**src/design/bptc_pkg.sv**
```systemverilog
package bptc_pkg;

	// Register map of the calibration port
	typedef enum logic [2:0] {
		REG_PRESSURE_SENSITIVITY   = 3'd0,
		REG_PRESSURE_OFFSET        = 3'd1,
		REG_SENSITIVITY_TEMP_COEFF = 3'd2,
		REG_OFFSET_TEMP_COEFF      = 3'd3,
		REG_REFERENCE_TEMPERATURE  = 3'd4,
		REG_TEMPERATURE_COEFF      = 3'd5
	} cfg_reg_t;

	localparam int CFG_INDEX_W = 3;
	localparam int CFG_DATA_W  = 16;

	// Temperature thresholds in hundredths of a degree
	localparam int TEMP_BASE = 2000;
	localparam int TEMP_LOW  = 1500;

	typedef struct packed {
		logic [15:0] pressure_sensitivity;
		logic [15:0] pressure_offset;
		logic [15:0] sensitivity_temp_coeff;
		logic [15:0] offset_temp_coeff;
		logic [15:0] reference_temperature;
		logic [15:0] temperature_coeff;
	} cfg_t;

	typedef struct packed {
		logic [23:0] raw_pressure;
		logic [23:0] raw_temperature;
	} in_word_t;

	typedef struct packed {
		logic signed [18:0] temperature_centi;
		logic signed [31:0] pressure_out;
		logic               pressure_saturated;
	} out_word_t;

	// First-order results handed to the second-order correction
	typedef struct packed {
		logic [23:0]        d1;
		logic signed [18:0] temp;
		logic signed [35:0] off;
		logic signed [35:0] sens;
		logic [17:0]        t2;
	} first_t;

	// Fully corrected terms handed to the pressure stage
	typedef struct packed {
		logic [23:0]        d1;
		logic signed [18:0] temp;
		logic signed [39:0] off;
		logic signed [39:0] sens;
	} second_t;

endpackage

```
**src/design/bptc_cfg.sv**
```systemverilog
module bptc_cfg (
	input  logic                             clk,
	input  logic                             arst_n,
	input  logic                             cfg_wr_en,
	input  logic [bptc_pkg::CFG_INDEX_W-1:0] cfg_index,
	input  logic [bptc_pkg::CFG_DATA_W-1:0]  cfg_wdata,
	output bptc_pkg::cfg_t                   cfg
);
	import bptc_pkg::*;

	cfg_t cfg_q;

	always_ff @(posedge clk or negedge arst_n) begin
		if (!arst_n) begin
			cfg_q <= '0;
		end else if (cfg_wr_en) begin
			unique case (cfg_index)
				REG_PRESSURE_SENSITIVITY:   cfg_q.pressure_sensitivity   <= cfg_wdata;
				REG_PRESSURE_OFFSET:        cfg_q.pressure_offset        <= cfg_wdata;
				REG_SENSITIVITY_TEMP_COEFF: cfg_q.sensitivity_temp_coeff <= cfg_wdata;
				REG_OFFSET_TEMP_COEFF:      cfg_q.offset_temp_coeff      <= cfg_wdata;
				REG_REFERENCE_TEMPERATURE:  cfg_q.reference_temperature  <= cfg_wdata;
				REG_TEMPERATURE_COEFF:      cfg_q.temperature_coeff      <= cfg_wdata;
				default: begin
					// unmapped index: drop the write
				end
			endcase
		end
	end

	assign cfg = cfg_q;

endmodule

```
**config.mk**
```make
export PLATFORM = sky130hd
export DESIGN_NAME = bptc_cfg
export DESIGN_NICKNAME = d
export VERILOG_FILES = /design/src/design/bptc_pkg.sv /design/src/design/bptc_cfg.sv
export SDC_FILE = /design/constraint.sdc
export NUM_CORES = 1
export LEC_CHECK = 0
export BUFFER_PORTS_ARGS = -buffer_cell sky130_fd_sc_hd__buf_4
export CAP_MARGIN = 15
export CORE_MARGIN = 5
export CORE_UTILIZATION = 44
export CTS_CLUSTER_DIAMETER = 40
export CTS_CLUSTER_SIZE = 25
export DETAILED_ROUTE_END_ITERATION = 8
export PLACE_DENSITY = 0.73
export SLEW_MARGIN = 20
export SYNTH_ARGS = -nofsm -noshare
export SYNTH_HDL_FRONTEND = slang
export SYNTH_SLANG_ARGS = --single-unit
```
**constraint.sdc**
```tcl
create_clock -name clk -period 0.8 [get_ports clk]
set_input_delay 0.12 -clock clk [delete_from_list [all_inputs] [get_ports clk]]
set_output_delay 0.12 -clock clk [all_outputs]
set_load 0.02 [all_outputs]
```
# Word-level counts from Yosys, hierarchy flattened
# Cells that the tools add are included.
[classes]
n_div = 0
mux = 0
multipliers = 0
eq_ne = 5
n_reduce_logical = 7
n_lt_le_gt_ge = 0
n_addsub = 0
shifts = 0
bitwise_logic = 0
[op_table]
columns = ["operator", "n"]
rows = [
  ["2-bit AND reduction", 6],
  ["3-bit by 2-bit == test with 1-bit output (second input constant)", 2],
  ["3-bit == test (second input constant)", 2],
  ["3-bit by 1-bit == test with 1-bit output (second input constant)", 1],
  ["3-bit zero test", 1],
]
[word_totals]
mem_bits_rw = 0
wordCells = 18
n_memories = 0
in_bits = 22
latchBits = 0
mem_bits_ro = 0
reg_bits = 96

# Depth between registers and ports, before layout
[depth]
ltp_word = 2
mapped_depth = 5
ltp_nobuf = 2

# Least setup slack after synthesis
# OpenSTA, ideal clock, no wires.
[synth_path]
path_kind = "in2reg"
from = "input port cfg_index[0] (netlist name)"
to = "register cfg_q (netlist bit cfg[80])"
setup_slack_ns = -0.508
stages = 4
arrival_time_ns = 1.183
path_cell_list = "buf_6 > nor4b_4 > buf_6 > mux2_2"
[synth_via]
elab_chain_cells = 2
[synth_lines]
columns = ["item", "line_no", "source"]
rows = [
  ["start, declared", "bptc_cfg.sv:5", "input logic [bptc_pkg::CFG_INDEX_W-1:0] cfg_index,"],
  ["3-bit zero test", "bptc_cfg.sv:17", "unique case (cfg_index)"],
  ["2-bit AND reduction (no line)", "-", ""],
  ["end, declared", "bptc_cfg.sv:11", "cfg_t cfg_q;"],
]
# Every way passes these cells.
# A chain may end at the register's enable or synchronous reset.

==> results.sh <==
export IMPL_status="complete, but fails checks"
export IMPL_violations="negative setup slack"
export IMPL_peakVddDrop_mv=1.67
export IMPL_p_per_area_nw_per_um2=2680
export IMPL_dp_cells=439
export IMPL_dieArea_um2=10300
export IMPL_io_pins=118
export IMPL_syn_nets=230
export IMPL_diodes=0
export IMPL_min_path_type="in -> reg"
export IMPL_clk_latency_ns=0.35
export IMPL_p_leak_nw=3.17
export IMPL_wl_per_cell_um=20.7
export IMPL_worst_setup_path_end_kind="flip-flop"
export IMPL_critPathTopFamily="flip-flops"
export IMPL_arrival_ns=1.31
export IMPL_maxCapViolCount=0
export IMPL_clk_path_buf_depth=2
export IMPL_antenna_found_initial=0
export IMPL_cp_max_fo=2
export IMPL_cts_sinks=96
export IMPL_ys_seq_area_share_pct=65.3
export IMPL_die_width_um=101
export IMPL_pwr_share_seq_pct=39.7
export IMPL_critPathKind="reg -> reg"
export IMPL_pre_cts_ws_ns=-0.471
export IMPL_crit_required_ns=1.05
export IMPL_place_congestion=0.725
export IMPL_drc_errors=0
export IMPL_worst_pin_slew_ns=0.285
export IMPL_grt_usage_pct=21.2
export IMPL_yosysWarnings=0
export IMPL_ctsRootBufferMaster="clkbuf_8"
export IMPL_grt_pass1_vias=2860
export IMPL_core_um2=8180
export IMPL_hold_slack_ns=0.0381
export IMPL_portBuffers=117
export IMPL_initial_utilization_pct=45.0
export IMPL_intPower_mw=11.9
export IMPL_swShare_pct=31.2
export IMPL_placementRows=33
export IMPL_netlist_area_um2=3680
export IMPL_crit_path_max_incr_delay_ns=0.42
export IMPL_grt_max_degree=33
export IMPL_die_h_um=101
export IMPL_dr_wl_met2_um=5160
export IMPL_wl_um=10900
export IMPL_crit_path_cell_trace="buf_4, buf_4, mux2_4"
export IMPL_layout_drive_gt1_share_pct=76.7
export IMPL_stdcell_count=525
export IMPL_synthToLayoutAreaGrowth_pct=75.1
export IMPL_cp_start_kind="flip-flop"
export IMPL_synth_distinct_cells=10
export IMPL_largest_reg_flops=96
export IMPL_syn_inst=208
export IMPL_vias=2584
export IMPL_p_total_mw=17.3
export IMPL_dr_wl_met3_um=874
export IMPL_post_route_util_pct=78.8
export IMPL_setup_viol=171
export IMPL_clkTransAtPathRegs_ns=0.10
export IMPL_grt_pass1_wl_um=16400
export IMPL_htreeDepth=3
export IMPL_grt_overflow=0
export IMPL_syn_avg_cell_area_um2=17.7
export IMPL_place_hpwl_um=6430
export IMPL_design_area_um2=6440
export IMPL_setup_ws_ns=-0.261
export IMPL_critPathMostFrequentCell="buf_4"
export IMPL_slew_headroom_pct=81.0
export IMPL_combinationalPowerShare_pct=42.1
export IMPL_setup_tns_ns=-28.34
export IMPL_switchingPower_mw=5.39
export IMPL_drtIter0Drc=63
export IMPL_ant_nets=0
export IMPL_nNetsFinal=437
export IMPL_period_needed_ns=1.06
export IMPL_period_share_pct=133
export IMPL_wl_met1_um=4780
export IMPL_ys_ff_latch=96
export IMPL_fin_skew_ns=0
export IMPL_vias_per_cell=4.92
export IMPL_clkPwrFrac_pct=18.2
export IMPL_top_layer_used="met4"
export IMPL_drv_slew=0
export IMPL_reg2reg_slack_ns=-0.26
export IMPL_dpl_cell_area_um2=4990
export IMPL_cts_tree="yes"
export IMPL_grt_setup_unrepaired="true"
export IMPL_fmax_mhz=942
export IMPL_firstDrtPassIters=4
export IMPL_numCtsBuffers=9
export IMPL_slowest_stage="dfrtp_1"
export IMPL_hold_viol_final=0
export IMPL_path_buf_inv=2
## worst paths after layout
| kind | start | depth (start not counted) | end |
|---|---|---|---|
| min reg2reg | cfg[5] | 1 | cfg[5] |
| max in group asynchronous | arst_n | 3 | cfg[61] |
| min in group asynchronous | arst_n | 2 | cfg[24] |
| max reg2reg | cfg[56] | 3 | cfg[56] |
| min | cfg_wdata[5] | 2 | cfg[21] |
| max | cfg[56] | 3 | cfg[56] |
## cell usage in the layout (no fill, tap or decap)
cell type / synthesis / routed
and4bb_4: 0 / 3
buf_12: 0 / 8
buf_16: 0 / 2
buf_4: 0 / 56
buf_6: 7 / 134
buf_8: 1 / 5
bufinv_16: 0 / 1
clkbuf_1: 0 / 1
clkbuf_8: 0 / 9
clkinv_2: 0 / 1
clkinv_4: 0 / 1
clkinvlp_4: 0 / 2
dfrtp_1: 96 / 96
dlygate4sd3_1: 0 / 1
inv_6: 0 / 1
mux2_2: 95 / 16
mux2_4: 0 / 80
nand4b_2: 2 / 2
nor4b_4: 1 / 1
## area by class of cell
cell class                 instances  area (µm²)
clock inverter                     6        67.6
clock buffer                      10         128
fill                             451        1730
timing repair buffer             206        2230
tap                              105         131
multi-input combinational        102        1480
sequential                        96        2400
## routing by layer
| metal | GRT usage (%) | vias up |
|---|---|---|
| met1 | 28.9 | 1333 |
| li1 | - | 1153 |
| met5 | 0 | - |
| met4 | 5.83 | 0 |
| met2 | 32.6 | 93 |
| met3 | 7.02 | 5 |
## kinds of logic after synthesis
logic type             count (synthesis)  share of synthesized area, %
multiplexers                          96                          29.4
buffers and inverters                 10                          2.82
flip-flops                            96                          65.3
AND/OR/NAND/NOR                        6                          2.48
## cells in the mapped netlist
library cell,instances,area (µm²)
nor4b_4,1,23.8
mux2_2,95,1070
buf_2,2,10.0
and4bb_1,1,12.5
mux2_1,1,11.3
dfrtp_1,96,2400
buf_8,1,15.0
nand4b_2,2,30.0
buf_6,7,78.8
and4bb_2,2,25.0
## power by group through the flow
stage                     clock network [mW]  registers [mW]  logic [mW]
final                                   3.14            6.86        7.27
after global routing                    3.44            6.99        7.63
after CTS                               3.23            6.76        6.54
after detailed placement                   0            6.67        4.98
after global placement                     0            6.66        4.89
after floorplan                            0            7.88        1.34
## timing repair
action                                 4_1_cts  5_1_grt
gates resized for setup                    138       60
gates cloned                                 2        1
pin swaps                                    3        3
endpoints found under the hold margin       96        0
hold buffers                                 1        0
setup endpoints to repair                  153      181
buffers inserted                            42       36
Power figures use the tool's default switching activity.
