## src/design/bptc_pkg.sv

```systemverilog
package bptc_pkg;

	// Register map of the calibration port
	typedef enum logic [2:0] {
		REG_PRESSURE_SENSITIVITY   = 3'd0,
		REG_PRESSURE_OFFSET        = 3'd1,
		REG_SENSITIVITY_TEMP_COEFF = 3'd2,
		REG_OFFSET_TEMP_COEFF      = 3'd3,
		REG_REFERENCE_TEMPERATURE  = 3'd4,
		REG_TEMPERATURE_COEFF      = 3'd5
	} cfg_reg_t;

	localparam int CFG_INDEX_W = 3;
	localparam int CFG_DATA_W  = 16;

	// Temperature thresholds in hundredths of a degree
	localparam int TEMP_BASE = 2000;
	localparam int TEMP_LOW  = 1500;

	typedef struct packed {
		logic [15:0] pressure_sensitivity;
		logic [15:0] pressure_offset;
		logic [15:0] sensitivity_temp_coeff;
		logic [15:0] offset_temp_coeff;
		logic [15:0] reference_temperature;
		logic [15:0] temperature_coeff;
	} cfg_t;

	typedef struct packed {
		logic [23:0] raw_pressure;
		logic [23:0] raw_temperature;
	} in_word_t;

	typedef struct packed {
		logic signed [18:0] temperature_centi;
		logic signed [31:0] pressure_out;
		logic               pressure_saturated;
	} out_word_t;

	// First-order results handed to the second-order correction
	typedef struct packed {
		logic [23:0]        d1;
		logic signed [18:0] temp;
		logic signed [35:0] off;
		logic signed [35:0] sens;
		logic [17:0]        t2;
	} first_t;

	// Fully corrected terms handed to the pressure stage
	typedef struct packed {
		logic [23:0]        d1;
		logic signed [18:0] temp;
		logic signed [39:0] off;
		logic signed [39:0] sens;
	} second_t;

endpackage

```

## src/design/bptc_first.sv

```systemverilog
module bptc_first (
	input  logic               clk,
	input  logic               arst_n,
	input  bptc_pkg::cfg_t     cfg,
	input  logic               in_valid,
	output logic               in_stall,
	input  bptc_pkg::in_word_t in_word,
	output logic               out_valid,
	input  logic               out_stall,
	output bptc_pkg::first_t   out_data
);
	import bptc_pkg::*;

	logic valid_s1, valid_s2, valid_s3;
	logic adv_s1, adv_s2, adv_s3;

	logic [23:0]        d1_s1, d1_s2;
	logic signed [24:0] dt_s1;
	logic signed [41:0] prod_temp_s2, prod_off_s2, prod_sens_s2;
	logic signed [49:0] dt_sq_s2;
	first_t             data_s3;

	logic [24:0]        dt_w;
	logic [19:0]        temp_w;
	logic [35:0]        off_w, sens_w;

	// A stage moves when it is empty or the next one moves
	assign adv_s3   = !valid_s3 || !out_stall;
	assign adv_s2   = !valid_s2 || adv_s3;
	assign adv_s1   = !valid_s1 || adv_s2;
	assign in_stall = !adv_s1;

	always_ff @(posedge clk or negedge arst_n) begin
		if (!arst_n) begin
			valid_s1 <= 1'b0;
			valid_s2 <= 1'b0;
			valid_s3 <= 1'b0;
		end else begin
			if (adv_s1) valid_s1 <= in_valid;
			if (adv_s2) valid_s2 <= valid_s1;
			if (adv_s3) valid_s3 <= valid_s2;
		end
	end

	assign dt_w = {1'b0, in_word.raw_temperature} - {1'b0, cfg.reference_temperature, 8'h00};

	always_comb begin
		temp_w = {prod_temp_s2[41], prod_temp_s2[41:23]} + 20'(TEMP_BASE);
		off_w  = {4'h0, cfg.pressure_offset, 16'h0000}
		       + {prod_off_s2[41], prod_off_s2[41:7]};
		sens_w = {5'h00, cfg.pressure_sensitivity, 15'h0000}
		       + {{2{prod_sens_s2[41]}}, prod_sens_s2[41:8]};
	end

	always_ff @(posedge clk) begin
		if (adv_s1 && in_valid) begin
			d1_s1 <= in_word.raw_pressure;
			dt_s1 <= $signed(dt_w);
		end
		if (adv_s2 && valid_s1) begin
			d1_s2        <= d1_s1;
			prod_temp_s2 <= dt_s1 * $signed({1'b0, cfg.temperature_coeff});
			prod_off_s2  <= dt_s1 * $signed({1'b0, cfg.offset_temp_coeff});
			prod_sens_s2 <= dt_s1 * $signed({1'b0, cfg.sensitivity_temp_coeff});
			dt_sq_s2     <= dt_s1 * dt_s1;
		end
		if (adv_s3 && valid_s2) begin
			data_s3.d1   <= d1_s2;
			data_s3.temp <= $signed(temp_w[18:0]);
			data_s3.off  <= $signed(off_w);
			data_s3.sens <= $signed(sens_w);
			data_s3.t2   <= dt_sq_s2[48:31];
		end
	end

	assign out_valid = valid_s3;
	assign out_data  = data_s3;

endmodule

```

## config.mk

```make
export PLATFORM = sky130hd
export DESIGN_NAME = bptc_first
export DESIGN_NICKNAME = d
export VERILOG_FILES = /design/src/design/bptc_pkg.sv /design/src/design/bptc_first.sv
export SDC_FILE = /design/constraint.sdc
export NUM_CORES = 2
export LEC_CHECK = 0
export ABC_CLOCK_PERIOD_IN_PS = 9750
export BUFFER_PORTS_ARGS = -buffer_cell sky130_fd_sc_hd__buf_2
export CAP_MARGIN = 10
export CORE_ASPECT_RATIO = 0.7
export CORE_UTILIZATION = 35
export DETAILED_ROUTE_END_ITERATION = 6
export PLACE_DENSITY = 0.5
export SYNTH_ARGS = -nofsm -noshare
export SYNTH_HDL_FRONTEND = slang
export SYNTH_SLANG_ARGS = --single-unit
```

## constraint.sdc

```tcl
create_clock -name clk -period 9.75 [get_ports clk]
set_clock_uncertainty 0.05 [all_clocks]
set_input_delay 0.975 -clock clk [delete_from_list [all_inputs] [get_ports clk]]
set_output_delay 0.975 -clock clk [all_outputs]
set_load 0.1 [all_outputs]
```

## Word level (Yosys, flattened, before mapping)

Cells that the tools add are included.
W data, S select, Z words.

- Flip-flop bits (word level): 384
- Latch bits: 0
- Bits in writable memories: 0
- Bits in read-only memories: 0
- Output and inout bits: 135
- Memories: 0

- Add/sub/neg operators: 4
- $mul: 4
- Div/mod/pow operators: 0
- $lt $le $gt $ge: 0
- Eq/ne operators: 0
- Shift operators: 0
- Mux-type cells: 0
- Bitwise logic cells: 0
- Reduce and logical (&&, ||, !) cells: 11

Operators with widths:

| kind | number |
|---|---|
| $mul A25 B17 Y42 | 3 |
| $mul A25 B25 Y49 | 1 |
| $add A33 B35 Y36 | 1 |
| $add A32 B34 Y35 | 1 |
| $sub A24 B24 Y25 | 1 |
| $add A19 B12 Y19 const B | 1 |
| $logic_not A1 Y1 | 5 |
| $logic_and A1 B1 Y1 | 3 |
| $logic_or A1 B1 Y1 | 3 |

## Logic depth before layout (Yosys ltp)

- Depth in word-level cells: 5
- Gate-level depth with buffers: 28

## Worst setup path after synthesis

Ideal clock, no wire load.

- Kind: input to register
- From: input out_stall
- To: register data_s3, in the netlist out_data[0], enable pin
- Arrival: 10.475 ns
- Required time: 8.875 ns
- Path slack: -1.600 ns
- Stages: 1
- Buffers on the path: 0
- Path through: a21boi_0

- Word-level cells in the longest chain between the ends: 3

Ends and longest elaborated chain:

| item | RTL line | RTL |
|---|---|---|
| start: declaration | bptc_first.sv:9 | `input logic out_stall,` |
| $logic_not A1 Y1 | bptc_first.sv:28 | `assign adv_s3 = !valid_s3 \|\| !out_stall;` |
| $logic_or A1 B1 Y1 | bptc_first.sv:28 |  |
| $logic_and A1 B1 Y1 | bptc_first.sv:67 | `if (adv_s3 && valid_s2) begin` |
| end: declaration | bptc_first.sv:21 | `first_t data_s3;` |

No other way between the ends.
A chain may end at the register's enable or synchronous reset.

## Worst setup path in the final report

- From: register dt_s1[3]
- To: register dt_sq_s2[43] (data pin)

- Word-level cells in the longest chain between the ends: 1

Ends and longest elaborated chain:

| item | RTL line | RTL |
|---|---|---|
| start: declaration | bptc_first.sv:18 | `logic signed [24:0] dt_s1;` |
| start signal: assignment | bptc_first.sv:58 | `dt_s1 <= $signed(dt_w);` |
| $mul A25 B25 Y49 | bptc_first.sv:65 | `dt_sq_s2 <= dt_s1 * dt_s1;` |
| end signal: assignment | bptc_first.sv:65 |  |
| end: declaration | bptc_first.sv:20 | `logic signed [49:0] dt_sq_s2;` |

No other way between the ends.

==> out/metrics.cfg <==
[cts]
ctsHoldBuffers = 1
htree_levels = 2
cts_tree = yes
post_cts_resized = 0
clock_latency_ps = 660
clkSinkCount = 314
clockRootBuffer = clkbuf_16
cts_buffers = 41
cts_max_path_buffers = 3
post-cts-setup-buffers = 0
path_clk_slew_ps = 80

[floorplan]
core_area_um2 = 206000
die_h_um = 385
initial_core_util_pct = 35.4
fp.dieW_um = 548
rows = 139
die_area_um2 = 211000
boundaryPins = 283

[yosys]
netlist_top_cells_area = fa_1 48%, edfxtp_1 13%, inv_1 11%
synth_edf_count = 311
synth_most_common_cell = inv_1
netlist.area_leader.share_pct = 48.3
ys_ff_latch = 314
synth_top_area_cell = fa_1
synth_commonest_cells = 2069 x inv_1, 1766 x fa_1, 943 x nand2_1, 589 x and2_1, 502 x ha_1
synthMuxAreaShare_pct = 0.0137
syn_nets = 9804
synthesis.area_um2 = 73200
synth_xor_area_share_pct = 2.37
yosys.area_share.simple_pct = 12.3
synth-main-ff-cell = edfxtp_1
synth_cell_types = 79
yosysSeqAreaShare_pct = 12.9
synth_compound_area_share_pct = 3.32
async_flop_share_pct = 0.955
synth_top_family_by_area = adder cells
yosys.area_share.adder_pct = 56.9
synth_area_per_cell_um2 = 9.90
synthCells = 7388
ys_warn_count = 0

[route]
ant_nets = 0
dr.pass1.iters = 7
wirelength_um = 189000
vias = 47800
post_drt_wl_per_cell_um = 18.4
first_iter_violations = 2530
avgViaCountPerCell = 4.65
route.detailed.drc = 0

[global_route]
grt.overflow.total = 0
antenna_found_initial = 24
grt_pass1_wl_um = 307000
grt_max_degree = 84
grt_usage_pct = 18.9
grt_pass1_vias = 53100

[layout]
fill_cells = 20700
drive_gt1_share_pct = 6.08
fin_nets = 9900
area_growth_pct = 7.99

[critical_path]
rr_endpoint = dt_sq_s2[43]
crit_arrival_ps = 9230
critPathMaxStageDelay_ps = 800
r2r_start = dt_s1[3]
crit_top_cell = fa_1
critPathTopFamily = adder cells
rrSetupSlack_ps = 870
start_kind = register
worstPathCellList = inv_1 -> nor2_1 -> inv_1 -> fa_1 -> fa_1 -> inv_1 -> fa_1 -> fa_1 -> fa_1 -> fa_1 -> inv_1 -> fa_1 -> inv_1 -> ha_1 -> o211ai_1 -> o31ai_1 -> nand2_1 -> a31oi_1 -> nor4_2 -> o41ai_1 -> a21oi_1 -> xnor2_1
cp_max_fo = 12
crit_slowest_cell = edfxtp_1
worst-path-buf-inv = 5
crit_type = register to register
cp.required_ps = 10090
end_kind = register
r2r_cells = 22

[hold_path]
whs_path_depth = 0
hp-class = register to register
holdCritStartpoint = prod_off_s2[8]
whs_endpoint = out_data[55]

[sta]
finalCritPeriodShare_pct = 91.1
maxSlewHeadroom_pct = 29.4
setup_viol = 0
hold-worst-slack_ps = 362
fmax_mhz = 113
slew_violations = 0
fin_ws_ps = 867
hold_viol_final = 0
finalCriticalPeriod_ps = 8880
tns_ps = 0
rsz0062_at_grt = false
tightest_slew_ps = 1060

[place]
dp_slack_ps = 1020
gp_congestion = 0.853
dp_hpwl_um = 151000
io_buffers = 282

[job]
maxCapViolCount = 0

[status]
status = completed

-- kinds of logic after synthesis --
| logic type | Yosys count |
|---|---|
| AOI/OAI and AO/OA | 354 |
| xor gates and xnor gates | 198 |
| adders and majority gates | 2268 |
| buffers and inverters | 2377 |
| DFF | 314 |
| muxes | 1 |
| and+or+nand+nor | 1876 |
-- worst register-to-register path, delay by kind of cell (launching register included) --
kind	cells	cell delay (ps)
compound gates	5	2380
xor+xnor	1	160
fa+ha+maj	8	3730
buf+inv	5	780
flops	1	800
simple gates	3	720
-- worst max path at each step --
stage,slack [ps],start,depth (start not counted),to
2_1_floorplan,1890,out_valid,1,out_data[0]
3_3_place_gp,1070,dt_s1[3],22,dt_sq_s2[43]
3_5_place_dp,1020,dt_s1[3],22,dt_sq_s2[43]
4_1_cts,970,dt_s1[3],22,dt_sq_s2[43]
5_1_grt,540,dt_s1[3],22,dt_sq_s2[43]
6_report,870,dt_s1[3],22,dt_sq_s2[43]
-- layout make-up --
type / count / area [um2] / area share (%)
flip-flops and latches: 314 / 9410 / 11.9
clock inverters: 26 / 338 / 0.428
well taps: 2749 / 3440 / 4.35
inverters: 2070 / 7770 / 9.84
clock buffers: 49 / 1080 / 1.36
diodes: 7 / 17.5 / 0.0222
multi-input cells: 4697 / 54800 / 69.4
repair buffers: 360 / 2100 / 2.66
-- through the flow --
stage / cell area, um2 / std cells / util, %
3_3_place_gp: 77500 / 10200 / 37.6
2_1_floorplan: 73200 / 7388 / -
4_1_cts: 79000 / 10300 / 38.3
3_5_place_dp: 77500 / 10200 / 37.6
6_report: 79000 / 10300 / 38.3
5_1_grt: 79000 / 10300 / 38.3
-- registers in the layout, summed over array words and instances (netlist names) --
| register | flops |
|---|---|
| dt_sq_s2 | 18 |
| prod_sens_s2 | 34 |
| dt_s1 | 25 |
| valid_s2 | 1 |
| prod_temp_s2 | 19 |
| d1_s2 | 24 |
| valid_s1 | 1 |
| d1_s1 | 24 |
| out_data | 132 |
| out_valid | 1 |
| prod_off_s2 | 35 |
-- placed cells by master (no fill, tap or decap), types with 19 or more instances in the layout --
| master | n |
|---|---|
| o21ai_0 | 54 |
| buf_2 | 282 |
| nand4_1 | 21 |
| and3_1 | 19 |
| nor2b_1 | 32 |
| fa_1 | 1766 |
| nand2b_1 | 28 |
| a21o_1 | 47 |
| inv_1 | 2069 |
| nand2_1 | 943 |
| xor2_1 | 50 |
| xnor2_1 | 148 |
| clkbuf_16 | 42 |
| ha_1 | 502 |
| nor3_1 | 35 |
| nand3_1 | 41 |
| a21oi_1 | 104 |
| nor2_1 | 126 |
| edfxtp_1 | 311 |
| and2_1 | 587 |
| buf_4 | 68 |
-- layer usage --
| layer | part of all wire (%) | global-route usage, % | wire (um) |
|---|---|---|---|
| met5 | 0.039 | 0 | 73 |
| met2 | 45 | 29.5 | 85100 |
| met4 | 1.6 | 3.37 | 2980 |
| met1 | 48 | 27.9 | 90200 |
| met3 | 5.7 | 2.98 | 10700 |
Power is not shown: default switching activity piles up to over one toggle a cycle in this logic, so the estimate is an artifact.
