File: src/design/bptc_pkg.sv
package bptc_pkg;

	// Register map of the calibration port
	typedef enum logic [2:0] {
		REG_PRESSURE_SENSITIVITY   = 3'd0,
		REG_PRESSURE_OFFSET        = 3'd1,
		REG_SENSITIVITY_TEMP_COEFF = 3'd2,
		REG_OFFSET_TEMP_COEFF      = 3'd3,
		REG_REFERENCE_TEMPERATURE  = 3'd4,
		REG_TEMPERATURE_COEFF      = 3'd5
	} cfg_reg_t;

	localparam int CFG_INDEX_W = 3;
	localparam int CFG_DATA_W  = 16;

	// Temperature thresholds in hundredths of a degree
	localparam int TEMP_BASE = 2000;
	localparam int TEMP_LOW  = 1500;

	typedef struct packed {
		logic [15:0] pressure_sensitivity;
		logic [15:0] pressure_offset;
		logic [15:0] sensitivity_temp_coeff;
		logic [15:0] offset_temp_coeff;
		logic [15:0] reference_temperature;
		logic [15:0] temperature_coeff;
	} cfg_t;

	typedef struct packed {
		logic [23:0] raw_pressure;
		logic [23:0] raw_temperature;
	} in_word_t;

	typedef struct packed {
		logic signed [18:0] temperature_centi;
		logic signed [31:0] pressure_out;
		logic               pressure_saturated;
	} out_word_t;

	// First-order results handed to the second-order correction
	typedef struct packed {
		logic [23:0]        d1;
		logic signed [18:0] temp;
		logic signed [35:0] off;
		logic signed [35:0] sens;
		logic [17:0]        t2;
	} first_t;

	// Fully corrected terms handed to the pressure stage
	typedef struct packed {
		logic [23:0]        d1;
		logic signed [18:0] temp;
		logic signed [39:0] off;
		logic signed [39:0] sens;
	} second_t;

endpackage

File: src/design/bptc_second.sv
module bptc_second (
	input  logic              clk,
	input  logic              arst_n,
	input  logic              in_valid,
	output logic              in_stall,
	input  bptc_pkg::first_t  in_data,
	output logic              out_valid,
	input  logic              out_stall,
	output bptc_pkg::second_t out_data
);
	import bptc_pkg::*;

	logic valid_s4, valid_s5, valid_s6;
	logic adv_s4, adv_s5, adv_s6;

	first_t             carry_s4;
	logic [35:0]        sq_s4, sq2_s4;
	logic               cold_s4, very_cold_s4;

	logic [23:0]        d1_s5;
	logic signed [18:0] temp_s5;
	logic signed [35:0] off_s5, sens_s5;
	logic [39:0]        off2_s5, sens2_s5;

	second_t            data_s6;

	logic signed [19:0] a_w, b_w;
	logic signed [39:0] sq_full_w, sq2_full_w;
	logic [38:0]        five_w, seven_w;
	logic [39:0]        eleven_w;
	logic [39:0]        off2_w, sens2_w;
	logic [19:0]        temp_w;

	assign adv_s6   = !valid_s6 || !out_stall;
	assign adv_s5   = !valid_s5 || adv_s6;
	assign adv_s4   = !valid_s4 || adv_s5;
	assign in_stall = !adv_s4;

	always_ff @(posedge clk or negedge arst_n) begin
		if (!arst_n) begin
			valid_s4 <= 1'b0;
			valid_s5 <= 1'b0;
			valid_s6 <= 1'b0;
		end else begin
			if (adv_s4) valid_s4 <= in_valid;
			if (adv_s5) valid_s5 <= valid_s4;
			if (adv_s6) valid_s6 <= valid_s5;
		end
	end

	always_comb begin
		a_w        = {in_data.temp[18], in_data.temp} - 20'(TEMP_BASE);
		b_w        = {in_data.temp[18], in_data.temp} + 20'(TEMP_LOW);
		sq_full_w  = a_w * a_w;
		sq2_full_w = b_w * b_w;
	end

	// Constant multiples by shifts, adds and a subtract, each term floored on its own
	always_comb begin
		five_w   = {1'b0, sq_s4, 2'b00} + {3'b000, sq_s4};
		seven_w  = {sq2_s4, 3'b000} - {3'b000, sq2_s4};
		eleven_w = {1'b0, sq2_s4, 3'b000} + {3'b000, sq2_s4, 1'b0} + {4'h0, sq2_s4};
		off2_w   = '0;
		sens2_w  = '0;
		temp_w   = {carry_s4.temp[18], carry_s4.temp};
		if (cold_s4) begin
			off2_w  = {2'b00, five_w[38:1]};
			sens2_w = {3'b000, five_w[38:2]};
			temp_w  = {carry_s4.temp[18], carry_s4.temp} - {2'b00, carry_s4.t2};
			if (very_cold_s4) begin
				off2_w  = off2_w + {1'b0, seven_w};
				sens2_w = sens2_w + {1'b0, eleven_w[39:1]};
			end
		end
	end

	always_ff @(posedge clk) begin
		if (adv_s4 && in_valid) begin
			carry_s4     <= in_data;
			sq_s4        <= sq_full_w[35:0];
			sq2_s4       <= sq2_full_w[35:0];
			cold_s4      <= a_w[19];
			very_cold_s4 <= b_w[19];
		end
		if (adv_s5 && valid_s4) begin
			d1_s5    <= carry_s4.d1;
			temp_s5  <= $signed(temp_w[18:0]);
			off_s5   <= carry_s4.off;
			sens_s5  <= carry_s4.sens;
			off2_s5  <= off2_w;
			sens2_s5 <= sens2_w;
		end
		if (adv_s6 && valid_s5) begin
			data_s6.d1   <= d1_s5;
			data_s6.temp <= temp_s5;
			data_s6.off  <= $signed({{4{off_s5[35]}}, off_s5} - off2_s5);
			data_s6.sens <= $signed({{4{sens_s5[35]}}, sens_s5} - sens2_s5);
		end
	end

	assign out_valid = valid_s6;
	assign out_data  = data_s6;

endmodule

File: config.mk
export PLATFORM = sky130hd
export DESIGN_NAME = bptc_second
export DESIGN_NICKNAME = d
export VERILOG_FILES = /design/src/design/bptc_pkg.sv /design/src/design/bptc_second.sv
export SDC_FILE = /design/constraint.sdc
export NUM_CORES = 2
export LEC_CHECK = 0
export ABC_CLOCK_PERIOD_IN_PS = 10400
export BUFFER_PORTS_ARGS = -buffer_cell sky130_fd_sc_hd__buf_2
export CAP_MARGIN = 20
export CORE_MARGIN = 2
export CORE_UTILIZATION = 55
export DETAILED_ROUTE_END_ITERATION = 12
export GPL_TIMING_DRIVEN = 0
export HOLD_SLACK_MARGIN = 0.1
export PLACE_DENSITY_LB_ADDON = 0.12
export SLEW_MARGIN = 5
export SYNTH_ARGS = -nofsm -noshare
export SYNTH_HDL_FRONTEND = slang
export SYNTH_SLANG_ARGS = --single-unit
File: constraint.sdc
create_clock -name clk -period 10.4 [get_ports clk]
set_input_delay 2.08 -clock clk [delete_from_list [all_inputs] [get_ports clk]]
set_output_delay 2.08 -clock clk [all_outputs]
set_load 0.01 [all_outputs]
* Word-level counts from Yosys, hierarchy flattened
Cells that the tools add are included.
W data, S select, Z words.
** Storage, ports and cells
- Flip-flop bits (word level) :: 528
- Input port bits :: 137
- Output and inout bits :: 125
- Logic and storage cells :: 52
** Operators by class
- $add $sub $neg :: 11
- Multipliers :: 2
- Multiplexer cells :: 3
- Reduce and logical (&&, ||, !) cells :: 12
** Operators by type and width (count)
- $sub A40 B40 Y40 :: 2
- $mul A20 B20 Y36 :: 2
- $add A37 B39 Y40 :: 1
- $add A38 B39 Y40 :: 1
- $add A39 B37 Y40 :: 1
- $add A40 B36 Y40 :: 1
- $add A38 B36 Y39 :: 1
- $sub A39 B36 Y39 :: 1
- $mux W38 :: 1
- $mux W37 :: 1
- $add A19 B12 Y20 const B :: 1
- $sub A19 B12 Y20 const B :: 1
- $mux W19 :: 1
- $sub A19 B19 Y19 :: 1
- $logic_not A1 Y1 :: 5
- $logic_and A1 B1 Y1 :: 3
- $logic_or A1 B1 Y1 :: 3
- $reduce_and A2 Y1 :: 1

* Logic depth before layout (Yosys ltp)
- Depth in word-level cells :: 5
- Depth in mapped cells :: 35
- Gate-level depth less buffers :: 33

* Worst setup path after synthesis
OpenSTA, ideal clock, no wires.
- Kind :: input port to flip-flop
- Start point :: in out_stall
- End point :: reg data_s6, in the netlist out_data[0], enable pin
- Setup time :: 0.793 ns
- Arrival :: 10.937 ns
- Data required time :: 9.607 ns
- Slack :: -1.330 ns
- Stages :: 1
- Buffers on the path :: 0
- Cell sequence :: a21boi_0
** Between the ends
- Longest elaborated chain between the ends :: 3
** Ends and longest elaborated chain
- start, declared :: RTL line bptc_second.sv:8 : input logic out_stall,
- $logic_not A1 Y1 :: RTL line bptc_second.sv:34 : assign adv_s6 = !valid_s6 || !out_stall;
- $logic_or A1 B1 Y1 :: RTL line bptc_second.sv:34
- $logic_and A1 B1 Y1 :: RTL line bptc_second.sv:93 : if (adv_s6 && valid_s5) begin
- end, declared :: RTL line bptc_second.sv:25 : second_t data_s6;
Every way passes these cells.
A chain may end at the register's enable or synchronous reset.

* Worst setup path after layout
- Start point :: in in_data[94] (netlist name)
- End point :: reg sq_s4[35], data pin
** Between the ends
- Longest elaborated chain between the ends :: 2
** Ends and longest elaborated chain
- start, declared :: RTL line bptc_second.sv:6 : input bptc_pkg::first_t in_data,
- $sub A19 B12 Y20 :: RTL line bptc_second.sv:52 : a_w = {in_data.temp[18], in_data.temp} - 20'(TEMP_BASE);
- $mul A20 B20 Y36 :: RTL line bptc_second.sv:54 : sq_full_w = a_w * a_w;
- via sq_full_w[35] :: RTL line bptc_second.sv:28 : logic signed [39:0] sq_full_w, sq2_full_w;
- end signal, assigned :: RTL line bptc_second.sv:80 : sq_s4 <= sq_full_w[35:0];
- end, declared :: RTL line bptc_second.sv:17 : logic [35:0] sq_s4, sq2_s4;
The timed path passes the listed nets, and every way through them passes these cells.

==> results by group <==
Yosys
  • Synth Warn #: 0
  • Async SR Flop Fraction: 0.575%
  • Top post-synthesis cells by area: edfxtp_1, fa_1, ha_1, inv_1, xnor2_1
  • FF+latch count, synth: 522
  • Top-count cell post-synth: inv_1
  • Top post-synthesis cells by count: inv_1, fa_1, edfxtp_1
  • Area share of the largest cell type after synthesis: 27.9%
  • EDFF count, synth: 519
  • Dominant cell type by area after synthesis: edfxtp_1
  • Sequential area share after synthesis: 28.1%
  • Synthesized instance count: 5394
  • Mapped cell area: 55800 µm²
  • Distinct cells, synth: 85
  • Synth Flop Type: edfxtp_1
  • Syn_area_per_cell: 10.3 µm²

Critical path
  • Worst r2r path cells: 21
  • Worst setup SP type: input port
  • Most used cell, CP: fa_1
  • CP max-delay cell: fa_1
  • Crit Path Category: input port to flip-flop
  • Worst setup EP type: flip-flop
  • Crit-path max cell delay: 570 ps
  • WP buf/inv: 9
  • CP top delay family: adder cells
  • Crit Path Max Fanout: 10
  • Stages on worst setup path: 30
  • CP Data Arrival Time: 10650 ps
  • Required time worst endpoint: 10720 ps

STA
  • Worst setup margin: 70.9 ps
  • Final hold vios: 0
  • Clock Skews: 18.4 ps
  • Endpoints failing setup: 0
  • Setup_tns: 0 ps
  • Max Clock Freq: 0.0968 GHz
  • Worst-margin pin slew: 1070 ps
  • Final Slew Violations: 0
  • Slew HR: 27.9%
  • Tcrit/Tclk final: 99.3%
  • Crit path time final: 10330 ps
  • RSZ-0062 raised after global routing: yes

Floorplanning
  • Ports: 262
  • Die span in x: 322 µm
  • Core box area: 100000 µm²
  • DIE HEIGHT: 322 µm
  • Starting Density: 55.6%
  • Die Area: 104000 µm²
  • Row Count: 116

Finish
  • Non-Filler Instances: 7158
  • Share of layout cells above drive strength 1: 9.73%
  • P&R area growth vs syn: 10.9%
  • Fin nets: 7110
  • FILL cells: 8379
  • Final Util: 61.7%

Clocking
  • H-tree Lvls: 2
  • Max Root-Sink Buffers: 3
  • TritonCTS buffer count: 51
  • Root Driver: clkbuf_16
  • Clock Latency Late Sink: 610 ps
  • Number of hold buffers added after CTS: 0
  • CTS sink count: 522
  • TritonCTS clock tree: done
  • Clk slew on worst S/H paths: 70 ps

GRT
  • Largest net degree at the start of global routing: 69
  • Grt total ovfl: 0
  • Tot GR Track Use: 26.7%
  • Vias in the first global route: 40436
  • First-pass GRT wire length: 217 mm
  • Initial antenna violation count: 4

Detailed routing
  • DRT iter0 DRCs: 2585
  • Drt drc: 0
  • Via-per-instance ratio: 5.47
  • Antenna viol nets, final: 0
  • WL/cell: 19.1 µm
  • WL final: 137 mm
  • First-pass DRT Iterations: 5
  • DR vias: 39166

Outcome
  • Status: finished clean

Min path
  • Hold Crit Depth: 0
  • Hold crit path type: flip-flop to flip-flop

Place
  • Placed Instances: 7027
  • Post-DP HPWL: 112 mm
  • Gp weighted congestion: 0.942
  • IO Port Bufs: 261
  • Dpl ws: -2920 ps

Flow run
  • Max_cap viols: 0
-- logic make-up (layout without fill, tap and decap cells) --
logic type                 count (synthesis)  count (layout)  synth area share [%]
AOI/OAI and AO/OA                        939             939                  11.0
other                                      1               4               0.00672
DFF                                      522             522                  28.1
and+or+nand+nor                         1109            1109                  9.28
adders and majority gates               1215            1215                  37.3
buffers and inverters                   1223            1627                  8.23
muxes                                     17              17                 0.328
xor gates and xnor gates                 368             368                  5.80
-- worst register-to-register path: stages, from the launching register on --
cell       delay (ps)
edfxtp_1          600
fa_1              550
ha_1              350
a211o_1           350
a2111oi_0         750
o31ai_1           220
a21oi_1           520
nor2_1            110
o21ai_0           170
nand2b_1           80
a21oi_1           190
xnor2_1           180
ha_1              330
nand2_1           110
nor2_1            100
a41oi_1           450
a31oi_1           260
a31oi_1           410
o21ai_0           190
a2111oi_0         580
or3_1             200
o221ai_1          150
-- path summary, 6_finish.rpt --
| path | start | end | slack [ps] |
|---|---|---|---|
| setup / recovery | in_data[94] | sq_s4[35] | 70 |
| hold / removal | carry_s4[59] | off_s5[5] | 420 |
| setup reg to reg | sq2_s4[2] | sens2_s5[32] | 3280 |
| hold reg to reg | carry_s4[59] | off_s5[5] | 420 |
| max in group asynchronous | arst_n | valid_s5 | 9030 |
| min in group asynchronous | arst_n | out_valid | 1270 |
-- registers in the layout, summed over array words and instances (netlist names) --
| signal | count |
|---|---|
| carry_s4 | 133 |
| very_cold_s4 | 1 |
| temp_s5 | 19 |
| off2_s5 | 40 |
| valid_s4 | 1 |
| sens_s5 | 36 |
| out_data | 123 |
| cold_s4 | 1 |
| out_valid | 1 |
| sq2_s4 | 34 |
| off_s5 | 36 |
| d1_s5 | 24 |
| sens2_s5 | 39 |
| valid_s5 | 1 |
| sq_s4 | 33 |
-- cells in the final DEF, fill, tap and decap left out, drive strengths merged, types with 17 or more instances in the layout --
master | Yosys | layout
inv | 1125 | 1124
fa | 743 | 743
edfxtp | 519 | 519
ha | 472 | 472
nor2 | 341 | 341
buf | 7 | 331
nand2 | 330 | 330
a21oi | 294 | 294
xnor2 | 268 | 268
o21ai | 158 | 158
clkbuf | 85 | 130
a21o | 120 | 120
xor2 | 99 | 99
and2 | 79 | 79
nand3 | 64 | 64
nor3 | 58 | 58
nand2b | 56 | 56
o21a | 55 | 55
nor2b | 46 | 46
o21bai | 46 | 46
a211oi | 40 | 40
a31oi | 39 | 39
and3 | 32 | 32
or3 | 29 | 29
o31ai | 27 | 27
clkinv | 6 | 25
o211ai | 21 | 21
nand4 | 17 | 17
-- timing repair --
action | in CTS | in global routing
setup endpoints to repair | 37 | 13
gates resized for setup | 87 | 75
pin swaps | 9 | 13
setup buffers | 15 | 34
-- area by class of cell --
class	count	area [µm²]	area share [%]
inverter	1131	4280	6.91
clock buffer	59	1310	2.11
antenna	2	5.00	0.00809
multi-input combinational	3650	36200	58.4
buffer	77	355	0.574
clock inverter	35	397	0.641
tap	1357	1700	2.74
timing repair buffer	325	2010	3.25
sequential	522	15700	25.3
-- through the flow --
step	hold slack, ps	instance area [µm²]
6_report	416	61900
5_1_grt	418	61900
4_1_cts	418	61300
3_5_place_dp	405	59100
3_3_place_gp	401	58800
2_1_floorplan	400	55800
-- per-layer routing --
metal | global-route usage, % | routed length, µm | part of all wire [%]
met2 | 46.6 | 66600 | 49
met1 | 34.7 | 56700 | 42
met3 | 2.76 | 7480 | 5.5
met4 | 9.85 | 5670 | 4.2
met5 | 0 | 20 | 0.015
Power is not shown: default switching activity piles up to over one toggle a cycle in this logic, so the estimate is an artifact.
