<file path="config.mk">
export PLATFORM = sky130hd
export DESIGN_NAME = bptc_press
export DESIGN_NICKNAME = d
export VERILOG_FILES = /design/src/design/bptc_pkg.sv /design/src/design/bptc_press.sv
export SDC_FILE = /design/constraint.sdc
export NUM_CORES = 2
export LEC_CHECK = 0
export ABC_AREA = 1
export BUFFER_PORTS_ARGS = -buffer_cell sky130_fd_sc_hd__buf_2
export CAP_MARGIN = 5
export CORE_ASPECT_RATIO = 1.75
export CORE_UTILIZATION = 45
export CTS_CLUSTER_DIAMETER = 40
export DETAILED_ROUTE_END_ITERATION = 10
export SKIP_LAST_GASP = 1
export SYNTH_ARGS = -nofsm -noshare
export SYNTH_HDL_FRONTEND = slang
export SYNTH_SLANG_ARGS = --single-unit
</file>
<file path="constraint.sdc">
create_clock -name clk -period 6.3 [get_ports clk]
set_clock_uncertainty 0.2 [all_clocks]
set_input_delay 0.63 -clock clk [delete_from_list [all_inputs] [get_ports clk]]
set_output_delay 0.63 -clock clk [all_outputs]
set_load 0.01 [all_outputs]
</file>
<file path="src/design/bptc_pkg.sv">
package bptc_pkg;

	// Register map of the calibration port
	typedef enum logic [2:0] {
		REG_PRESSURE_SENSITIVITY   = 3'd0,
		REG_PRESSURE_OFFSET        = 3'd1,
		REG_SENSITIVITY_TEMP_COEFF = 3'd2,
		REG_OFFSET_TEMP_COEFF      = 3'd3,
		REG_REFERENCE_TEMPERATURE  = 3'd4,
		REG_TEMPERATURE_COEFF      = 3'd5
	} cfg_reg_t;

	localparam int CFG_INDEX_W = 3;
	localparam int CFG_DATA_W  = 16;

	// Temperature thresholds in hundredths of a degree
	localparam int TEMP_BASE = 2000;
	localparam int TEMP_LOW  = 1500;

	typedef struct packed {
		logic [15:0] pressure_sensitivity;
		logic [15:0] pressure_offset;
		logic [15:0] sensitivity_temp_coeff;
		logic [15:0] offset_temp_coeff;
		logic [15:0] reference_temperature;
		logic [15:0] temperature_coeff;
	} cfg_t;

	typedef struct packed {
		logic [23:0] raw_pressure;
		logic [23:0] raw_temperature;
	} in_word_t;

	typedef struct packed {
		logic signed [18:0] temperature_centi;
		logic signed [31:0] pressure_out;
		logic               pressure_saturated;
	} out_word_t;

	// First-order results handed to the second-order correction
	typedef struct packed {
		logic [23:0]        d1;
		logic signed [18:0] temp;
		logic signed [35:0] off;
		logic signed [35:0] sens;
		logic [17:0]        t2;
	} first_t;

	// Fully corrected terms handed to the pressure stage
	typedef struct packed {
		logic [23:0]        d1;
		logic signed [18:0] temp;
		logic signed [39:0] off;
		logic signed [39:0] sens;
	} second_t;

endpackage

</file>
<file path="src/design/bptc_press.sv">
module bptc_press (
	input  logic                clk,
	input  logic                arst_n,
	input  logic                in_valid,
	output logic                in_stall,
	input  bptc_pkg::second_t   in_data,
	output logic                out_valid,
	input  logic                out_stall,
	output bptc_pkg::out_word_t out_word
);
	import bptc_pkg::*;

	logic valid_s7, valid_s8, valid_s9;
	logic adv_s7, adv_s8, adv_s9;

	logic [43:0]        prod_lo_s7;
	logic signed [44:0] prod_hi_s7;
	logic signed [39:0] off_s7, off_s8;
	logic signed [18:0] temp_s7, temp_s8;
	logic [42:0]        scaled_s8;
	out_word_t          word_s9;

	logic [63:0]        sum_w;
	logic [47:0]        diff_w;
	logic [32:0]        p_w;

	assign adv_s9   = !valid_s9 || !out_stall;
	assign adv_s8   = !valid_s8 || adv_s9;
	assign adv_s7   = !valid_s7 || adv_s8;
	assign in_stall = !adv_s7;

	always_ff @(posedge clk or negedge arst_n) begin
		if (!arst_n) begin
			valid_s7 <= 1'b0;
			valid_s8 <= 1'b0;
			valid_s9 <= 1'b0;
		end else begin
			if (adv_s7) valid_s7 <= in_valid;
			if (adv_s8) valid_s8 <= valid_s7;
			if (adv_s9) valid_s9 <= valid_s8;
		end
	end

	always_comb begin
		// Recombine the split product of raw pressure and sensitivity
		sum_w  = 64'({prod_hi_s7, 20'h00000}) + {20'h00000, prod_lo_s7};
		diff_w = {{5{scaled_s8[42]}}, scaled_s8} - {{8{off_s8[39]}}, off_s8};
		p_w    = diff_w[47:15];
	end

	always_ff @(posedge clk) begin
		if (adv_s7 && in_valid) begin
			prod_lo_s7 <= in_data.d1 * in_data.sens[19:0];
			prod_hi_s7 <= $signed({1'b0, in_data.d1}) * $signed(in_data.sens[39:20]);
			off_s7     <= in_data.off;
			temp_s7    <= in_data.temp;
		end
		if (adv_s8 && valid_s7) begin
			scaled_s8 <= sum_w[63:21];
			off_s8    <= off_s7;
			temp_s8   <= temp_s7;
		end
		if (adv_s9 && valid_s8) begin
			word_s9.temperature_centi <= temp_s8;
			// Clamp when the top two bits disagree
			case (p_w[32:31])
				2'b01: begin
					word_s9.pressure_out       <= 32'sh7FFF_FFFF;
					word_s9.pressure_saturated <= 1'b1;
				end
				2'b10: begin
					word_s9.pressure_out       <= 32'sh8000_0000;
					word_s9.pressure_saturated <= 1'b1;
				end
				default: begin
					word_s9.pressure_out       <= $signed(p_w[31:0]);
					word_s9.pressure_saturated <= 1'b0;
				end
			endcase
		end
	end

	assign out_valid = valid_s9;
	assign out_word  = word_s9;

endmodule

</file>
After elaboration in Yosys (flattened, before gate mapping)
Index checks and enable logic that the tools add are counted.

word-level totals
  register bits = 304

operators by class
  add/sub/neg operators = 2
  multiply operators = 2
  eq/ne operators = 2
  mux-type cells = 1
  reduce and logical (&&, ||, !) cells = 11

operators by type and width
  kind                                           count
  one-hot mux 33 bit (2 select lines)            1
  adder 64 x 44 -> 64 bit                        1
  multiplier 24 x 20 -> 44 bit                   1
  multiplier 25 x 20 -> 44 bit                   1
  subtractor 43 x 40 -> 44 bit                   1
  logical NOT 1 bit                              5
  logical AND 1 bit                              3
  logical OR 1 bit                               3
  == test 2 x 1 -> 1 bit, second input constant  1
  == test 2 bit, second input constant           1

Longest topological paths before layout
  depth after elaboration = 5
  mapped depth = 30

Least setup slack after synthesis
OpenSTA, ideal clock, no wires.

  path type = input port to flip-flop
  start point = in out_stall
  end point = reg off_s7[0], enable pin
  setup time = 0.614 ns
  arrival = 6.179 ns
  data required time = 5.486 ns
  path slack = -0.694 ns
  stages on the path = 5
  path through = nand2_1 nor2_1 inv_1 nor2_1 nor2_1

between the ends
  cells in the longest elaborated chain, start to end = 5

RTL lines
  what                    RTL line          RTL
  start: declaration      bptc_press.sv:8   input logic out_stall,
  logical NOT 1 bit       bptc_press.sv:27  assign adv_s9 = !valid_s9 || !out_stall;
  logical OR 1 bit        bptc_press.sv:27
  logical OR 1 bit        bptc_press.sv:28  assign adv_s8 = !valid_s8 || adv_s9;
  logical OR 1 bit        bptc_press.sv:29  assign adv_s7 = !valid_s7 || adv_s8;
  logical AND 1 bit       bptc_press.sv:52  if (adv_s7 && in_valid) begin
  end signal: assignment  bptc_press.sv:55  off_s7 <= in_data.off;
  end: declaration        bptc_press.sv:18  logic signed [39:0] off_s7, off_s8;

Every way passes these cells.
A chain may end at the register's enable or synchronous reset.

Final worst setup path
  start point = in in_data[99] (netlist name)
  end point = reg prod_lo_s7[41] (data pin)

between the ends
  cells in the longest elaborated chain, start to end = 1

RTL lines
  what                          RTL line          RTL
  start: declaration            bptc_press.sv:6   input bptc_pkg::second_t in_data,
  multiplier 24 x 20 -> 44 bit  bptc_press.sv:53  prod_lo_s7 <= in_data.d1 * in_data.sens[19:0];
  end signal: assignment        bptc_press.sv:53
  end: declaration              bptc_press.sv:16  logic [43:0] prod_lo_s7;

Every way passes these cells.

==> metrics.log <==
INFO  metric cts_root_buffer = sky130_fd_sc_hd__clkbuf_16
INFO  metric num_antenna_cells = 0
INFO  metric synth-seq-cells = 280
INFO  metric first_pass_iteration_count_of_the_detailed_router = 6
INFO  metric synthesis.area_per_instance = 8.12 um^2
INFO  metric fillCellCount = 9767
INFO  metric fin_crit = 6.21 ns
INFO  metric count_of_boundary_i_o_pins = 181
INFO  metric yosysSeqAreaShare = 0.179
INFO  metric worst_ep_arrival_time = 6.35 ns
INFO  metric initial_utilization = 0.454
INFO  metric design.die.area = 0.105 mm^2
INFO  metric cts_tree = done
INFO  metric synth_compound_area_frac = 0.0453
INFO  metric ant_nets = 0
INFO  metric vias_per_cell = 4.97
INFO  metric drive_above_1_share = 0.139
INFO  metric clk-insertion-delay-late = 0.59 ns
INFO  metric synth_simple_gate_area_share = 0.175
INFO  metric synth_edf_count = 277
INFO  metric post_synthesis_share_of_cell_area_spent_on_full_adders_half_adders_and_majority_gates = 0.441
INFO  metric cp_data_required_time = 6.44 ns
INFO  metric max_slew_vio_count = 0
INFO  metric grt_max_degree = 128
INFO  metric gpl.final_weighted_congestion = 1.01
INFO  metric most-common-layout-cells = sky130_fd_sc_hd__inv_1, sky130_fd_sc_hd__nand2_1, sky130_fd_sc_hd__fa_1, sky130_fd_sc_hd__buf_4, sky130_fd_sc_hd__ha_1
INFO  metric area_share_of_xor_xnor_cells_in_the_synthesized_design = 0.0172
INFO  metric synthCells = 5758
INFO  metric fp.coreArea = 0.103 mm^2
INFO  metric synth_top_family_by_area = adder cells
INFO  metric drt-wirelength-per-cell = 17.8 um
INFO  metric ys_dominant_reg_cell = sky130_fd_sc_hd__edfxtp_1
INFO  metric worstPathMaxFanout = 6
INFO  metric multi_input_comb_area = 0.0322 mm^2
INFO  metric timing_hold_violations_final = 0
INFO  metric drt_iter0_drc = 1806
INFO  metric antenna_found_initial = 2
INFO  metric synthMuxAreaShare = 0
INFO  metric whs_endpoint = off_s7[19]$_DFFE_PP_
INFO  metric rsz0062_at_grt = yes
INFO  metric timing.setup.critical_path_class = in2reg
INFO  metric worst_r2r_endpoint = out_word[15]$_DFFE_PP_
INFO  metric hold_path.class = in2reg
INFO  metric fin_util = 0.532
INFO  metric reg2reg_from = scaled_s8[17]$_DFFE_PP_
INFO  metric setup_viol = 0
INFO  metric drt_wirelength = 137000 um
INFO  metric chipHeight = 428 um
INFO  metric detailedPlacementHpwl = 118000 um
INFO  metric die_width = 246 um
INFO  metric cts_inserted_buffers = 28
INFO  metric max_clock_freq = 161 MHz
INFO  metric r2r_slack = 3.52 ns
INFO  metric placement.io_buffers = 179
INFO  metric globalRoute.totalOverflow = 0
INFO  metric clock_tree.buffer_depth = 3
INFO  metric fin_crit_sh = 0.986
INFO  metric nNetsFinal = 7621
INFO  metric worst_r2r_path_depth = 8
INFO  metric first_pass_grt_wire_length = 217000 um
INFO  metric vias = 38200
INFO  metric outcome = complete, no violations
INFO  metric detail_route.drc_violations = 0
INFO  metric async_s_r_ff_share_synth = 0.0107
INFO  metric storage_cell_area = 0.00839 mm^2
INFO  metric worst-slew-pin-transition = 0.804 ns
INFO  metric areaGrowthSynthToFinish = 17.2%
INFO  metric worst_slew_margin_rel = 0.464
INFO  metric hp-start = in_data[59]
INFO  metric mostFrequentLayoutCell = sky130_fd_sc_hd__inv_1
INFO  metric maxCapViolations = 0
INFO  metric postSynthNetCount = 7062
INFO  metric clk_pin_slew = 0.07 ns
INFO  metric worstHoldPathCells = 1
INFO  metric syn_area = 0.0468 mm^2
INFO  metric clkSinkCount = 280
INFO  metric crit_path_end_kind = flip-flop
INFO  metric yosysWarningCount = 0
INFO  metric num_rows = 156
INFO  metric vias_in_the_first_global_route = 41500
INFO  metric cts_htree_levels = 1
INFO  metric synth_cell_type_count = 51
INFO  metric worstSetupStartpointType = input port
INFO  metric global_route.usage.total = 0.266
## metal layers
metal  vias up  part of all wire  track usage
li1      18100                 -            -
met1     18600              0.35        0.280
met2      1082              0.53        0.506
met3       411             0.039       0.0188
met4         4             0.078        0.161
met5         -           0.00018            0
## sequential cells by signal, indices dropped and copies added (netlist names)
signal and flops:
out_word 48, prod_hi_s7 44, scaled_s8 43, off_s7 40, off_s8 40, prod_lo_s7 24, temp_s7 19, temp_s8 19
out_valid 1, valid_s7 1, valid_s8 1
## how the worst max path moves through the flow
stage                 startpoint                  endpoint  slack [ns]  cells after the start
global route         in_data[25]  prod_hi_s7[39]$_DFFE_PP_       -0.06                     26
global placement    in_data[113]  prod_lo_s7[41]$_DFFE_PP_       -0.69                     22
floorplan           in_data[109]  prod_hi_s7[33]$_DFFE_PP_      0.0006                     24
finish               in_data[99]  prod_lo_s7[41]$_DFFE_PP_        0.09                     23
detailed placement  in_data[113]  prod_lo_s7[37]$_DFFE_PP_       -0.76                     23
CTS                 in_data[119]  prod_lo_s7[37]$_DFFE_PP_       -0.05                     24
## critical path: stages
cell,delay [ns]
sky130_fd_sc_hd__buf_2,0.35
sky130_fd_sc_hd__buf_4,0.25
sky130_fd_sc_hd__nand2_1,0.08
sky130_fd_sc_hd__fa_1,0.45
sky130_fd_sc_hd__fa_1,0.51
sky130_fd_sc_hd__inv_1,0.07
sky130_fd_sc_hd__fa_1,0.56
sky130_fd_sc_hd__fa_1,0.46
sky130_fd_sc_hd__fa_1,0.52
sky130_fd_sc_hd__fa_1,0.49
sky130_fd_sc_hd__inv_1,0.05
sky130_fd_sc_hd__fa_1,0.47
sky130_fd_sc_hd__inv_1,0.06
sky130_fd_sc_hd__ha_4,0.16
sky130_fd_sc_hd__buf_4,0.12
sky130_fd_sc_hd__a21oi_1,0.26
sky130_fd_sc_hd__o21ai_1,0.18
sky130_fd_sc_hd__a21oi_2,0.22
sky130_fd_sc_hd__o21ai_0,0.12
sky130_fd_sc_hd__nand2_1,0.13
sky130_fd_sc_hd__nand3_1,0.09
sky130_fd_sc_hd__nand2_1,0.07
sky130_fd_sc_hd__nand2_1,0.04
## stage by stage
stage	setup WS [ns]	hold slack [ns]	cell area, um^2	cells	setup TNS (ns)
after floorplan	0.000587	0.134	46800	5758	0
after global placement	-0.686	0.200	52700	7581	-28.22
after detailed placement	-0.762	0.205	52700	7581	-30.28
after CTS	-0.0534	0.000130	54100	7667	-0.0534
after global routing	-0.0572	0.00395	54800	7682	-0.391
final	0.0876	0.0218	54800	7682	0
## layout make-up
cell class / instances / area share
Multi-Input combinational cell: 3714 / 0.588
Timing Repair Buffer: 709 / 0.102
Clock inverter: 22 / 0.00454
Inverter: 1584 / 0.109
Clock buffer: 30 / 0.0133
Tap cell: 1343 / 0.0307
Sequential cell: 280 / 0.153
## cells in the mapped netlist (2+ instances only)
cell / instances / area, um^2
sky130_fd_sc_hd__nand2_2: 2 / 12.5
sky130_fd_sc_hd__buf_1: 5 / 18.8
sky130_fd_sc_hd__nor3_1: 37 / 185
sky130_fd_sc_hd__nor4_2: 4 / 50.1
sky130_fd_sc_hd__buf_4: 4 / 30.0
sky130_fd_sc_hd__a21oi_1: 204 / 1020
sky130_fd_sc_hd__xor2_1: 73 / 639
sky130_fd_sc_hd__clkbuf_1: 171 / 642
sky130_fd_sc_hd__nor2_2: 5 / 31.3
sky130_fd_sc_hd__nor3_2: 3 / 30.0
sky130_fd_sc_hd__fa_1: 785 / 15700
sky130_fd_sc_hd__inv_1: 1577 / 5920
sky130_fd_sc_hd__o21bai_1: 14 / 105
sky130_fd_sc_hd__o21ai_0: 113 / 566
sky130_fd_sc_hd__nand3_1: 114 / 571
sky130_fd_sc_hd__xnor2_1: 19 / 166
sky130_fd_sc_hd__edfxtp_1: 277 / 8320
sky130_fd_sc_hd__or2_2: 14 / 87.6
sky130_fd_sc_hd__nand3_2: 2 / 20.0
sky130_fd_sc_hd__ha_1: 392 / 4900
sky130_fd_sc_hd__nand4_1: 39 / 244
sky130_fd_sc_hd__nor4_1: 2 / 12.5
sky130_fd_sc_hd__o21a_1: 15 / 113
sky130_fd_sc_hd__nor2_4: 2 / 22.5
sky130_fd_sc_hd__nand3b_1: 3 / 22.5
sky130_fd_sc_hd__o311ai_0: 2 / 17.5
sky130_fd_sc_hd__inv_2: 7 / 26.3
sky130_fd_sc_hd__nor2_1: 281 / 1050
sky130_fd_sc_hd__o211ai_1: 3 / 22.5
sky130_fd_sc_hd__a21boi_1: 2 / 15.0
sky130_fd_sc_hd__nand2_1: 1541 / 5780
sky130_fd_sc_hd__o22ai_1: 2 / 12.5
sky130_fd_sc_hd__and3_1: 2 / 12.5
sky130_fd_sc_hd__o21ai_1: 5 / 25.0
sky130_fd_sc_hd__a31oi_1: 4 / 25.0
sky130_fd_sc_hd__a21o_1: 13 / 97.6
sky130_fd_sc_hd__o21ai_2: 3 / 26.3
sky130_fd_sc_hd__dfrtp_1: 3 / 75.1
sky130_fd_sc_hd__a21boi_0: 2 / 15.0
## cells by family after synthesis
logic type | Yosys count
and+or+nand+nor | 2057
xor gates and xnor gates | 92
buffers and inverters | 1764
other | 1
DFF | 280
adders and majority gates | 1177
AOI/OAI and AO/OA | 387
## repair_timing
item,in CTS,in global routing
setup buffers,0,13
endpoints found under the hold margin,36,0
pin swaps,0,39
gates cloned,0,2
hold buffers,34,0
resized for setup,6,169
endpoints found under the setup margin,18,49
Power is not shown: default switching activity piles up to over one toggle a cycle in this logic, so the estimate is an artifact.
